===== src/design/kmp_pkg.sv =====
// Shared types, sizes and helpers for the streaming KMP matcher.
package kmp_pkg;

   localparam int MAX_PATTERN = 32;
   localparam int POS_BITS    = 32;
   localparam int IDX_BITS    = $clog2(MAX_PATTERN);
   localparam int LEN_BITS    = $clog2(MAX_PATTERN + 1);

   typedef enum logic [1:0] {
      OP_APPEND  = 2'd0,
      OP_TEXT    = 2'd1,
      OP_CLEAR   = 2'd2,
      OP_RESTART = 2'd3
   } op_type;

   typedef struct packed {
      logic [1:0] mode;
      logic [7:0] data_byte;
   } req_type;

   typedef struct packed {
      logic        match_found;
      logic [31:0] match_start;
      logic [5:0]  pattern_length;
      logic        pattern_overflow;
   } rsp_type;

   typedef struct packed {
      op_type     op;
      logic [7:0] data_byte;
   } cmd_type;

   // low 32 bits of a position, zero-extended when narrower
   function automatic logic [31:0] pos_to_out(input logic [POS_BITS-1:0] p);
      logic [31:0] r;
      r = '0;
      for (int i = 0; i < 32; i++) begin
         if (i < POS_BITS) begin
            r[i] = p[i];
         end
      end
      return r;
   endfunction

   // low 6 bits of a length, zero-extended when narrower
   function automatic logic [5:0] len_to_out(input logic [LEN_BITS-1:0] l);
      logic [5:0] r;
      r = '0;
      for (int i = 0; i < 6; i++) begin
         if (i < LEN_BITS) begin
            r[i] = l[i];
         end
      end
      return r;
   endfunction

endpackage


===== src/design/kmp_front.sv =====
// Input side: accepts items, decodes the mode and queues them for the engine.
module kmp_front (
   input  logic             clock,
   input  logic             reset,
   input  logic             req_valid,
   output logic             req_ready,
   input  kmp_pkg::req_type req_data,
   output logic             cmd_valid,
   output kmp_pkg::cmd_type cmd,
   input  logic             cmd_pop
);
   import kmp_pkg::*;

   cmd_type    q_ff [2];
   cmd_type    cmd_in;
   logic       wr_ptr_ff, wr_ptr_in;
   logic       rd_ptr_ff, rd_ptr_in;
   logic [1:0] cnt_ff, cnt_in;
   logic       push, pop;

   assign req_ready = (cnt_ff != 2'd2);
   assign push      = req_valid && req_ready;
   assign cmd_valid = (cnt_ff != 2'd0);
   assign pop       = cmd_pop && cmd_valid;
   assign cmd       = q_ff[rd_ptr_ff];

   always_comb begin
      cmd_in.op        = op_type'(req_data.mode);
      cmd_in.data_byte = req_data.data_byte;
      wr_ptr_in        = push ? ~wr_ptr_ff : wr_ptr_ff;
      rd_ptr_in        = pop ? ~rd_ptr_ff : rd_ptr_ff;
      cnt_in           = cnt_ff + {1'b0, push} - {1'b0, pop};
   end

   always_ff @(posedge clock) begin
      if (push) begin
         q_ff[wr_ptr_ff] <= cmd_in;
      end
   end

   always_ff @(posedge clock) begin
      if (reset) begin
         wr_ptr_ff <= 1'b0;
         rd_ptr_ff <= 1'b0;
         cnt_ff    <= 2'd0;
      end else begin
         wr_ptr_ff <= wr_ptr_in;
         rd_ptr_ff <= rd_ptr_in;
         cnt_ff    <= cnt_in;
      end
   end

endmodule


===== src/design/kmp_back.sv =====
// Engine: pattern and failure memories, failure-link walk, result register.
module kmp_back (
   input  logic             clock,
   input  logic             reset,
   input  logic             cmd_valid,
   input  kmp_pkg::cmd_type cmd,
   output logic             cmd_pop,
   output logic             rsp_valid,
   input  logic             rsp_ready,
   output kmp_pkg::rsp_type rsp_data
);
   import kmp_pkg::*;

   typedef enum logic [3:0] {
      ST_IDLE  = 4'b0001,
      ST_FETCH = 4'b0010,
      ST_READ  = 4'b0100,
      ST_CMP   = 4'b1000
   } state_type;

   logic [7:0]          pat_mem  [MAX_PATTERN];
   logic [IDX_BITS-1:0] fail_mem [MAX_PATTERN];
   logic [7:0]          p_q_ff;
   logic [IDX_BITS-1:0] f_q_ff;

   state_type           state_ff, state_in;
   logic [LEN_BITS-1:0] len_ff, len_in;
   logic [IDX_BITS-1:0] prog_ff, prog_in;
   logic [POS_BITS-1:0] pos_ff, pos_in;
   logic [LEN_BITS-1:0] k_ff, k_in;
   op_type              op_ff, op_in;
   logic [7:0]          chr_ff, chr_in;
   logic                rsp_valid_ff, rsp_valid_in;
   rsp_type             rsp_data_ff, rsp_data_in;

   logic                out_free, hit, done, we;
   logic [IDX_BITS-1:0] waddr, wfail, p_raddr, f_raddr;
   logic [7:0]          wchr;
   logic [LEN_BITS-1:0] k_next;
   logic [POS_BITS-1:0] start_pos;

   assign rsp_valid = rsp_valid_ff;
   assign rsp_data  = rsp_data_ff;
   assign out_free  = !rsp_valid_ff || rsp_ready;
   assign hit       = (p_q_ff == chr_ff);
   assign p_raddr   = k_ff[IDX_BITS-1:0];
   assign f_raddr   = (state_ff == ST_IDLE) ? IDX_BITS'(len_ff - LEN_BITS'(1))
                                            : IDX_BITS'(k_ff - LEN_BITS'(1));
   assign start_pos = pos_ff + POS_BITS'(1) - POS_BITS'(len_ff);

   always_comb begin
      state_in     = state_ff;
      len_in       = len_ff;
      prog_in      = prog_ff;
      pos_in       = pos_ff;
      k_in         = k_ff;
      op_in        = op_ff;
      chr_in       = chr_ff;
      rsp_valid_in = rsp_valid_ff && !rsp_ready;
      rsp_data_in  = rsp_data_ff;
      cmd_pop      = 1'b0;
      we           = 1'b0;
      waddr        = len_ff[IDX_BITS-1:0];
      wchr         = chr_ff;
      wfail        = '0;
      done         = 1'b0;
      k_next       = '0;

      case (state_ff)
         ST_IDLE: begin
            if (cmd_valid) begin
               op_in  = cmd.op;
               chr_in = cmd.data_byte;
               case (cmd.op)
                  OP_APPEND: begin
                     if (len_ff == LEN_BITS'(MAX_PATTERN)) begin
                        if (out_free) begin
                           cmd_pop = 1'b1;
                           rsp_valid_in = 1'b1;
                           rsp_data_in  = '0;
                           rsp_data_in.pattern_overflow = 1'b1;
                           rsp_data_in.pattern_length   = len_to_out(len_ff);
                        end
                     end else if (len_ff == '0) begin
                        if (out_free) begin
                           cmd_pop = 1'b1;
                           we      = 1'b1;
                           wchr    = cmd.data_byte;
                           len_in  = LEN_BITS'(1);
                           rsp_valid_in = 1'b1;
                           rsp_data_in  = '0;
                           rsp_data_in.pattern_length = len_to_out(LEN_BITS'(1));
                        end
                     end else begin
                        cmd_pop  = 1'b1;
                        state_in = ST_FETCH;
                     end
                  end
                  OP_TEXT: begin
                     if (len_ff == '0) begin
                        if (out_free) begin
                           cmd_pop = 1'b1;
                           pos_in  = pos_ff + POS_BITS'(1);
                           rsp_valid_in = 1'b1;
                           rsp_data_in  = '0;
                        end
                     end else begin
                        cmd_pop  = 1'b1;
                        k_in     = (LEN_BITS'(prog_ff) >= len_ff) ? '0 : LEN_BITS'(prog_ff);
                        state_in = ST_READ;
                     end
                  end
                  OP_CLEAR: begin
                     if (out_free) begin
                        cmd_pop = 1'b1;
                        len_in  = '0;
                        prog_in = '0;
                        pos_in  = '0;
                        rsp_valid_in = 1'b1;
                        rsp_data_in  = '0;
                     end
                  end
                  OP_RESTART: begin
                     if (out_free) begin
                        cmd_pop = 1'b1;
                        prog_in = '0;
                        pos_in  = '0;
                        rsp_valid_in = 1'b1;
                        rsp_data_in  = '0;
                        rsp_data_in.pattern_length = len_to_out(len_ff);
                     end
                  end
                  default: begin
                     cmd_pop = 1'b1;
                  end
               endcase
            end
         end
         ST_FETCH: begin
            k_in     = LEN_BITS'(f_q_ff);
            state_in = ST_READ;
         end
         ST_READ: begin
            state_in = ST_CMP;
         end
         ST_CMP: begin
            if (hit) begin
               done   = 1'b1;
               k_next = k_ff + LEN_BITS'(1);
            end else if (k_ff == '0) begin
               done   = 1'b1;
            end else begin
               k_in     = LEN_BITS'(f_q_ff);
               state_in = ST_READ;
            end
            if (done && out_free) begin
               state_in     = ST_IDLE;
               rsp_valid_in = 1'b1;
               rsp_data_in  = '0;
               if (op_ff == OP_APPEND) begin
                  we     = 1'b1;
                  wfail  = k_next[IDX_BITS-1:0];
                  len_in = len_ff + LEN_BITS'(1);
                  rsp_data_in.pattern_length = len_to_out(len_ff + LEN_BITS'(1));
               end else begin
                  pos_in = pos_ff + POS_BITS'(1);
                  rsp_data_in.pattern_length = len_to_out(len_ff);
                  if (k_next == len_ff) begin
                     prog_in = '0;
                     rsp_data_in.match_found = 1'b1;
                     rsp_data_in.match_start = pos_to_out(start_pos);
                  end else begin
                     prog_in = k_next[IDX_BITS-1:0];
                  end
               end
            end
         end
         default: begin
            state_in = ST_IDLE;
         end
      endcase
   end

   always_ff @(posedge clock) begin
      if (we) begin
         pat_mem[waddr]  <= wchr;
         fail_mem[waddr] <= wfail;
      end
      p_q_ff <= pat_mem[p_raddr];
      f_q_ff <= fail_mem[f_raddr];
   end

   always_ff @(posedge clock) begin
      k_ff        <= k_in;
      op_ff       <= op_in;
      chr_ff      <= chr_in;
      rsp_data_ff <= rsp_data_in;
   end

   always_ff @(posedge clock) begin
      if (reset) begin
         state_ff     <= ST_IDLE;
         len_ff       <= '0;
         prog_ff      <= '0;
         pos_ff       <= '0;
         rsp_valid_ff <= 1'b0;
      end else begin
         state_ff     <= state_in;
         len_ff       <= len_in;
         prog_ff      <= prog_in;
         pos_ff       <= pos_in;
         rsp_valid_ff <= rsp_valid_in;
      end
   end

endmodule


===== src/design/kmp_stream_matcher.sv =====
// Top level of the streaming KMP matcher: front queue, engine, checks.
//
//   channel  direction  handshake                payload
//   req      in         req_valid / req_ready    req_data  (mode, data_byte)
//   rsp      out        rsp_valid / rsp_ready    rsp_data  (match, start, length, overflow)
//
// Clear, restart, refused appends, the first append and text with no pattern are handled
// in the idle state of the engine.
// Text byte: idle, read, compare; other appends: idle, fetch, read, compare.
// Each failure-link step repeats read and compare; both memories have a registered read.
// Synchronous reset empties the queue, the pattern length, progress and position.
// A 2-item queue lets input flow while the engine or the result register stalls.
module kmp_stream_matcher (
   input  logic             clock,
   input  logic             reset,
   input  logic             req_valid,
   output logic             req_ready,
   input  kmp_pkg::req_type req_data,
   output logic             rsp_valid,
   input  logic             rsp_ready,
   output kmp_pkg::rsp_type rsp_data
);
   import kmp_pkg::*;

   logic    cmd_valid;
   logic    cmd_pop;
   cmd_type cmd;

   kmp_front u_front (
      .clock     (clock),
      .reset     (reset),
      .req_valid (req_valid),
      .req_ready (req_ready),
      .req_data  (req_data),
      .cmd_valid (cmd_valid),
      .cmd       (cmd),
      .cmd_pop   (cmd_pop)
   );

   kmp_back u_back (
      .clock     (clock),
      .reset     (reset),
      .cmd_valid (cmd_valid),
      .cmd       (cmd),
      .cmd_pop   (cmd_pop),
      .rsp_valid (rsp_valid),
      .rsp_ready (rsp_ready),
      .rsp_data  (rsp_data)
   );

   a_match_needs_pattern: assert property (@(posedge clock) disable iff (reset)
      rsp_valid && rsp_data.match_found |-> rsp_data.pattern_length != '0)
      else $error("match reported with empty pattern");

   a_match_not_overflow: assert property (@(posedge clock) disable iff (reset)
      rsp_valid |-> !(rsp_data.match_found && rsp_data.pattern_overflow))
      else $error("match and overflow in one item");

   a_start_zero: assert property (@(posedge clock) disable iff (reset)
      rsp_valid && !rsp_data.match_found |-> rsp_data.match_start == '0)
      else $error("match_start set without a match");

   a_pop_has_item: assert property (@(posedge clock) disable iff (reset)
      cmd_pop |-> cmd_valid)
      else $error("engine took from an empty queue");

endmodule


===== config.mk =====
export PLATFORM = sky130hd
export DESIGN_NAME = kmp_stream_matcher
export DESIGN_NICKNAME = d
export VERILOG_FILES = /design/src/design/kmp_pkg.sv /design/src/design/kmp_front.sv /design/src/design/kmp_back.sv /design/src/design/kmp_stream_matcher.sv
export SDC_FILE = /design/constraint.sdc
export NUM_CORES = 1
export LEC_CHECK = 0
export ABC_AREA = 0
export BUFFER_PORTS_ARGS = -buffer_cell sky130_fd_sc_hd__clkbuf_2
export CAP_MARGIN = 5
export CORE_UTILIZATION = 30
export DETAILED_ROUTE_END_ITERATION = 7
export SLEW_MARGIN = 20
export SYNTH_ARGS = -nofsm -noshare
export SYNTH_HDL_FRONTEND = slang
export SYNTH_SLANG_ARGS = --single-unit

===== constraint.sdc =====
create_clock -name clock -period 5.4 [get_ports clock]
set_clock_uncertainty 0.15 [all_clocks]
set_input_delay 0.54 -clock clock [delete_from_list [all_inputs] [get_ports clock]]
set_output_delay 0.54 -clock clock [all_outputs]
set_load 0.02 [all_outputs]

==> results of run 1 <==
==> area by class of cell <==
cell class	count	area, µm²
Inverter	23	86.3
Fill cell	7433	51300
Timing Repair Buffer	116	778
Tap cell	1050	1310
Sequential cell	557	16100
Clock inverter	30	360
Clock buffer	77	1530
Multi-Input combinational cell	848	7450
==> cells by family after synthesis <==
family,count (synthesis),share of synthesized area (%)
flip-flops,557,67.2
AND/OR/NAND/NOR,389,8.40
buffers and inverters,107,1.87
multiplexers,152,12.8
adder cells (fa/ha/maj),28,1.50
XOR/XNOR,77,2.82
AO/OA/AOI/OAI,202,5.46
==> what timing repair did <==
item	4_1_cts	5_1_grt
setup endpoints to repair	0	0
hold endpoints to repair	20	0
hold buffers	10	0
gates resized for setup	0	0
==> how the worst max path moves through the flow <==
stage                                     from                               to  depth (start not counted)
2_1_floorplan         u_back.k_ff[0]$_DFFE_PP_    u_back.rsp_data[10]$_DFFE_PP_                          9
3_3_place_gp     u_back.pos_ff[0]$_SDFFE_PP0P_    u_back.rsp_data[37]$_DFFE_PP_                         12
3_5_place_dp   u_back.state_ff[0]$_SDFFE_PP1P_  u_back.pat_mem[15][7]$_DFFE_PP_                         10
4_1_cts          u_back.pos_ff[0]$_SDFFE_PP0P_    u_back.rsp_data[37]$_DFFE_PP_                         12
5_1_grt          u_back.pos_ff[0]$_SDFFE_PP0P_    u_back.rsp_data[37]$_DFFE_PP_                         12
6_report         u_back.pos_ff[0]$_SDFFE_PP0P_    u_back.rsp_data[37]$_DFFE_PP_                         12
==> cell usage after synthesis, drive strengths merged (9+ instances only) <==
master | instances | area share, %
a22oi | 22 | 0.69
clkbuf | 55 | 0.87
o21ai | 50 | 1.0
nor3 | 32 | 0.69
buf | 29 | 0.64
xor2 | 30 | 1.1
nand3 | 42 | 0.90
mux2 | 25 | 1.2
nor4 | 16 | 0.57
edfxtp | 491 | 62
inv | 21 | 0.33
nor2 | 138 | 2.2
xnor2 | 47 | 1.7
ha | 27 | 1.4
and2 | 9 | 0.24
nand4 | 18 | 0.65
mux4 | 120 | 11
a21oi | 60 | 1.3
nand2 | 66 | 1.0
dfxtp | 66 | 5.5
==> worst max-delay path: stages (launching register included) <==
cell	delay [ns]
dfxtp_1	0.43
ha_1	0.31
nand3_1	0.45
xnor2_1	0.34
ha_1	0.30
o21ai_0	0.13
o21bai_1	0.14
a2111oi_2	0.70
nand4_2	0.33
nor4_4	0.39
nand2_2	0.14
o31a_1	0.26
nor3_1	0.16
==> metrics by stage <==
step	worst slack [ns]	hold slack (ns)	cells	power, W	utilization [%]
finish	0.991	0.161	2701	0.0127	35.0
global route	0.669	0.196	2701	0.0133	35.0
floorplan	1.47	0.275	1512	0.00783	-
CTS	1.01	0.139	2700	0.0128	34.9
global placement	1.16	0.289	2583	0.00877	32.4
detailed placement	1.09	0.304	2583	0.00884	32.4
==> where the power goes <==
group	switching [W]	internal [W]	leakage (nW)
registers	0.000150	0.00535	5.15
clock network	0.00166	0.00229	0.910
logic	0.00215	0.00109	2.86
==> registers in the layout, summed over array words and instances (netlist names), 6 cells and up, named ones only <==
name / flops
u_back.chr_ff: 8
u_back.fail_mem: 160
u_back.len_ff: 6
u_back.p_q_ff: 8
u_back.pat_mem: 256
u_back.pos_ff: 32
u_back.rsp_data: 40
u_front.q_ff: 20
==> layer usage <==
layer  wire length (µm)  part of all wire [%]  vias to the layer above  GRT usage, %
met3               3420                   6.3                       82          2.36
met5                  0                     0                        -             0
met4               1170                   2.2                        0          3.82
met1              23900                    44                     6856          18.3
met2              25900                    48                      428          21.6
li1                   -                     -                     6105             -
==> cell usage in the layout (no fill, tap or decap), types with 9 or more instances in the layout <==
| cell type | instances |
|---|---|
| edfxtp_1 | 491 |
| nor2_1 | 132 |
| mux4_2 | 120 |
| dfxtp_1 | 66 |
| nand2_1 | 65 |
| a21oi_1 | 59 |
| clkbuf_16 | 57 |
| clkbuf_2 | 55 |
| o21ai_0 | 50 |
| buf_4 | 50 |
| xnor2_1 | 47 |
| nand3_1 | 41 |
| nor3_1 | 31 |
| xor2_1 | 30 |
| ha_1 | 27 |
| mux2_2 | 25 |
| a22oi_1 | 22 |
| inv_1 | 21 |
| clkbuf_1 | 17 |
| clkinv_1 | 14 |
| nand4_1 | 14 |
| nor4_1 | 13 |
| dlygate4sd3_1 | 10 |
| and2_1 | 9 |
==> summary.md, run 1 <==
| Metric | Value |
|---|---|
| Status | finished clean |
| Fin. Hold Viols | 0 |
| Hold WC Path Type | in -> reg |
| Slew at the pin closest to its max-slew limit | 1.01 ns |
| Reg-to-reg setup timing slack | 0.99 ns |
| Std cell rows | roughly 100 |
| Clk Latency, worst-skew pair | between 0.6 and 0.7 ns |
| Antenna Cells | 0 |
| Routed Antenna Nets | 0 |
| Share of layout cells above drive strength 1 | 21.9% |
| CTS tree | yes |
| Max cap viols | 0 |
| Number of synthesized flops with an enable pin | between 400 and 500 |
| Cts bufs inserted | 57 |
| Die Ht | 284 µm |
| Detailed Place HPWL | 34.8 mm |
| RD Place Congestion | roughly 0.83 |
| Critical Path RT | 5.69 ns |
| I/O pin cnt | 56 |
| Max Slew Vio Count | 0 |
| Hold Path Sink | u_front.wr_ptr_ff$_SDFFE_PP0P_ |
| Period utilization | 81.6% |
| Yosys cell types | between 70 and 80 |
| CORE AREA | ~0.079 mm² |
| FF-to-FF path depth | 12 |
| Grt total ovfl | 0 |
| Peak supply drop | approximately 0.5 mV |
| First-pass GRT wire length | 82.5 mm |
| Worst R2R Start | u_back.pos_ff[0]$_SDFFE_PP0P_ |
| Routed vias/inst | 4.99 |
| Initial antenna violation count | 0 |
| CTS sink cnt | 557 |
| R2R Path End | u_back.rsp_data[37]$_DFFE_PP_ |
| H-Tree Depth | 2 |
| Largest net degree at the start of global routing | 66 |
| Critical path type | reg -> reg |
| Ys async rst share | 0% |
| Fmax | 0.227 GHz |
| Hold path start | req_valid |
| Critical Path Sink Type | flop |
| Post-Syn Instances | 1,512 |
| Unrepaired setup endpoints after global routing | false |
| Post-synthesis sequential area ratio | 67.2% |
| Setup Fix Bufs, Post-CTS | 0 |
| GRT Total Usage | 13.3% |
| CTS root buffer | clkbuf_16 |
| Synth warn | 0 |
| Post-Syn Area | roughly 0.024 mm² |
| Layout net count | 1,645 |
| Initial Util | 30.3% |
| Synthesized flop and latch total | between 500 and 600 |
| Mapped Avg Cell Area | 15.8 µm² |
| Fin Setup TNS | 0 ns |
| Placed Area | 0.0256 mm² |
| Initial DRC count | 1,449 |
| Mapped Nets | 1,554 |
| Layout area overhead | 15.3% |
| Min Tclk post-route | 4.41 ns |
| Die X | about 280 µm |
| Pre-antenna DRT Iters | 5 |
| Largest fanout on the critical path | 13 |
| Worst setup SP type | flop |
| Cell Pwr Density | 460 mW/mm² |
| Die ar. | between 0.08 and 0.09 mm² |
| Port bufs | 55 |
| Maximum root-to-sink buffer count | 3 |
| Residual DRC | 0 |
| Average routed wire per standard cell | 20.2 µm |
| Clock transition at path regs | ~0.06 ns |
| Hold path cells | 4 |
| Vias | 13,471 |
| Data arrival time of the worst path | about 4.7 ns |
| Design area | 0.0276 mm² |
| Rel. slew slack | around a third |
| Final Setup Violations | 0 |
| Lkg Pwr | 8.92 nW |
| Top FF cell, synth | edfxtp_1 |
| Number of global-route vias before repair | 13,136 |
| WL final | 54.5 mm |
(Power assumes the default switching activity.)
==> run 2: changes to the inputs <==
Clock period 5.4 ns to 4.6 ns, I/O delays scaled along.
==> run 2 against run 1 <==
Cell count is 0.37% higher. Sequential power rose by 17%. Clock-buffer cell count shrank 7. Worst setup slack got worse by 0.49 ns. Flip-flop and latch count stayed put. Die area did not move. First-iteration DRC count fell by 13%. Sequential share of layout area hardly changed. Wire length fell by 0.78%. Largest cell class unchanged.
==> summary.md, run 2 (synthesis gave the netlist of run 1 again) <==
| Metric | Value |
|---|---|
| Logic pwr share | 25.8% (was 25.5%) |
| GRT Total Usage | 13.3% (about the same) |
| Hold WC Path Type | in -> reg (unchanged) |
| Fmax | 0.244 GHz (was 0.227 GHz) |
| Sw Pwr | 0.00455 W (was 0.00396 W) |
| WL final | 54.0 mm (was 54.5 mm) |
| Fin Setup TNS | 0 ns (unchanged) |
| Share of layout cells above drive strength 1 | 22.8% (was 21.9%) |
| Max reg flops | 256 (unchanged) |
| Antenna Cells | 0 (unchanged) |
| Power, Total | 0.0146 W (was 0.0127 W) |
| Pint | 0.0101 W (was 0.00873 W) |
| Area occupied by multi-input gates | 0.00744 mm² (was 0.00745 mm²) |
| Residual DRC | 0 (unchanged) |
| Maximum root-to-sink buffer count | 3 (unchanged) |
| Critical path type | reg -> reg (unchanged) |
| Commonest non-fill, non-tap cells in the layout | edfxtp_1, nor2_1, mux4_2, dfxtp_1, buf_4 (was edfxtp_1, nor2_1, mux4_2, dfxtp_1, nand2_1) |
| Peak supply drop | 0.425 mV (was 0.493 mV) |
| First-pass GRT wire length | 84.0 mm (was 82.5 mm) |
| Cell Pwr Density | 530 mW/mm² (was 460 mW/mm²) |
| Hold Path Sink | u_back.pos_ff[8]$_SDFFE_PP0P_ (was u_front.wr_ptr_ff$_SDFFE_PP0P_) |
| I/O pin cnt | 56 (unchanged) |
| Fillcell total | 7,473 (was 7,433) |
| Sw Ratio | 31.1% (was 31.2%) |
| Lkg Pwr | 8.97 nW (was 8.92 nW) |
| Average routed wire per standard cell | 19.9 µm (was 20.2 µm) |
| Period utilization | 89.1% (was 81.6%) |
| Crit. Startpoint | u_back.len_ff[3]$_SDFFE_PP0P_ (was u_back.pos_ff[0]$_SDFFE_PP0P_) |
| CP max-delay cell | dfxtp_1 (was a2111oi_2) |
| WP buf/inv | 1 (was 0) |
| Pre-antenna DRT Iters | 5 (unchanged) |
| Hold path start | reset (was req_valid) |
| Min Tclk post-route | 4.10 ns (was 4.41 ns) |
| Largest register by flop count | u_back.pat_mem (unchanged) |
| Number of global-route vias before repair | 13,694 (was 13,136) |
| Post-cts sizing count | 0 (unchanged) |
| CTS root buffer | clkbuf_16 (unchanged) |
| CORE AREA | 0.0789 mm² (unchanged) |
| RD Place Congestion | 0.889 (was 0.827) |
| Clock transition at path regs | 0.06 ns (about the same) |
| Hold path cells | 2 (was 4) |
| Max cap viols | 0 (unchanged) |
| Sequential share of power | 44.2% (was 43.4%) |
| Unrepaired setup endpoints after global routing | false (unchanged) |
| R2R Path End | u_back.rsp_data[37]$_DFFE_PP_ (unchanged) |
| Data arrival time of the worst path | 4.29 ns (was 4.69 ns) |
| Detailed Place HPWL | 35.0 mm (was 34.8 mm) |
| Layout net count | 1,663 (was 1,645) |
| Worst R2R Start | u_back.len_ff[3]$_SDFFE_PP0P_ (was u_back.pos_ff[0]$_SDFFE_PP0P_) |
| Reg-to-reg setup timing slack | 0.50 ns (was 0.99 ns) |
| Vias | 13,514 (was 13,471) |
| Slew at the pin closest to its max-slew limit | 1.00 ns (was 1.01 ns) |
| Initial DRC count | 1,256 (was 1,449) |
| FF+latch area | 0.0161 mm² (unchanged) |
| Dpl cells | 2,602 (was 2,583) |
| FF-to-FF path depth | 10 (was 12) |
| Port bufs | 55 (unchanged) |
| Max Slew Vio Count | 0 (unchanged) |
| Clk Latency, worst-skew pair | 0.63 ns (was 0.64 ns) |
| Initial Util | 30.3% (unchanged) |
| Final Setup Violations | 0 (unchanged) |
| Initial antenna violation count | 1 (was 0) |
| Std cell rows | 103 (unchanged) |
| Layout area overhead | 15.4% (was 15.3%) |
| Largest net degree at the start of global routing | 69 (was 66) |
| Final Non-Filler Cells | 2,711 (was 2,701) |
| Routed Antenna Nets | 0 (unchanged) |
| Crit-path cells | clkinv_1 -> ha_1 -> o21ai_0 -> o21bai_1 -> a2111oi_2 -> nand4_2 -> nor4_4 -> nand2_2 -> nor4_1 -> nor3_1 (was ha_1 -> nand3_1 -> xnor2_1 -> ha_1 -> o21ai_0 -> o21bai_1 -> a2111oi_2 -> nand4_2 -> nor4_4 -> nand2_2 -> o31a_1 -> nor3_1) |
| Clock group share of total power | 30.0% (was 31.1%) |
| Worst path top cell family by delay | simple AND/OR/NAND/NOR gates (unchanged) |
| H-Tree Depth | 2 (unchanged) |
| Die X | 284 µm (unchanged) |
| Critical Path RT | 4.79 ns (was 5.69 ns) |
| Worst setup SP type | flop (unchanged) |
| Die Ht | 284 µm (unchanged) |
| Grt total ovfl | 0 (unchanged) |
| CTS tree | yes (unchanged) |
| Status | finished clean (unchanged) |
| Die ar. | 0.0809 mm² (unchanged) |
| Commonest non-fill, non-tap cell in the layout | edfxtp_1 (unchanged) |
| CTS sink cnt | 557 (unchanged) |
| Routed vias/inst | 4.98 (was 4.99) |
| Max incr delay on CP | 0.68 ns (was 0.70 ns) |
| Rel. slew slack | 33.2% (was 32.6%) |
| Critical Path Sink Type | flop (unchanged) |
| Cts bufs inserted | 57 (unchanged) |
| Fin. Hold Viols | 0 (unchanged) |
| Largest fanout on the critical path | 14 (was 13) |
-- run 2: changes by cell type in the layout (fill, tap and decap cells not counted), moves of 3 or more --
cell / delta
buf_12: +3
buf_4: +16
clkbuf_1: -4
clkinv_2: +5
clkbuf_8: -3
bufinv_16: -3
clkinv_1: -3
-- run 2: worst register-to-register path: cells and delay by family (launching register included) --
kind	cells	cell delay [ns]
AOI/OAI and AO/OA	3	0.92
adders and majority gates	1	0.47
buffers and inverters	1	0.48
DFF	1	0.68
and+or+nand+nor	5	1.15
-- run 2: routing by layer --
layer	vias up	GRT usage, %	routed length, µm
met4	0	3.59	991
met5	-	0	0
met2	353	22.9	27000
met1	6957	17.5	23400
met3	60	2.02	2570
li1	6144	-	-
-- run 2: worst max-delay path by stage --
stage,end,cells after the start
3_3_place_gp,u_back.rsp_data[37]$_DFFE_PP_,10
3_5_place_dp,u_back.rsp_data[37]$_DFFE_PP_,10
2_1_floorplan,u_back.rsp_data[10]$_DFFE_PP_,9
4_1_cts,u_back.rsp_data[37]$_DFFE_PP_,10
5_1_grt,u_back.rsp_data[37]$_DFFE_PP_,10
6_report,u_back.rsp_data[37]$_DFFE_PP_,10
-- run 2: what timing repair did --
| item | 4_1_cts | 5_1_grt |
|---|---|---|
| endpoints found under the setup margin | 0 | 0 |
| hold endpoints to repair | 20 | 0 |
| setup buffers | 0 | 0 |
| hold buffers | 10 | 0 |
-- run 2: cell type report --
| type | count | share of cell area [%] |
|---|---|---|
| sequential | 557 | 58.2 |
| multi-input combinational | 848 | 27.0 |
| clock buffer | 70 | 5.34 |
| tap | 1050 | 4.76 |
| timing repair buffer | 134 | 3.37 |
| clock inverter | 29 | 1.03 |
| inverter | 23 | 0.313 |
-- run 2: power by group through the flow --
stage	logic, W	registers (W)	clock network, W
CTS	0.00382	0.00647	0.00449
floorplan	0.00250	0.00669	0
finish	0.00377	0.00646	0.00438
global placement	0.00369	0.00656	0
detailed placement	0.00380	0.00657	0
global route	0.00412	0.00651	0.00468
-- run 2: metrics by stage --
stage          util, %  hold slack (ns)  setup WS [ns]  cell area, µm²
2_1_floorplan        -            0.275          0.666           23900
4_1_cts           35.0           0.0496          0.559           27600
6_report          35.0           0.0814          0.503           27600
3_5_place_dp      32.6            0.316          0.536           25700
5_1_grt           35.0           0.0828          0.208           27600
3_3_place_gp      32.6            0.297          0.716           25700
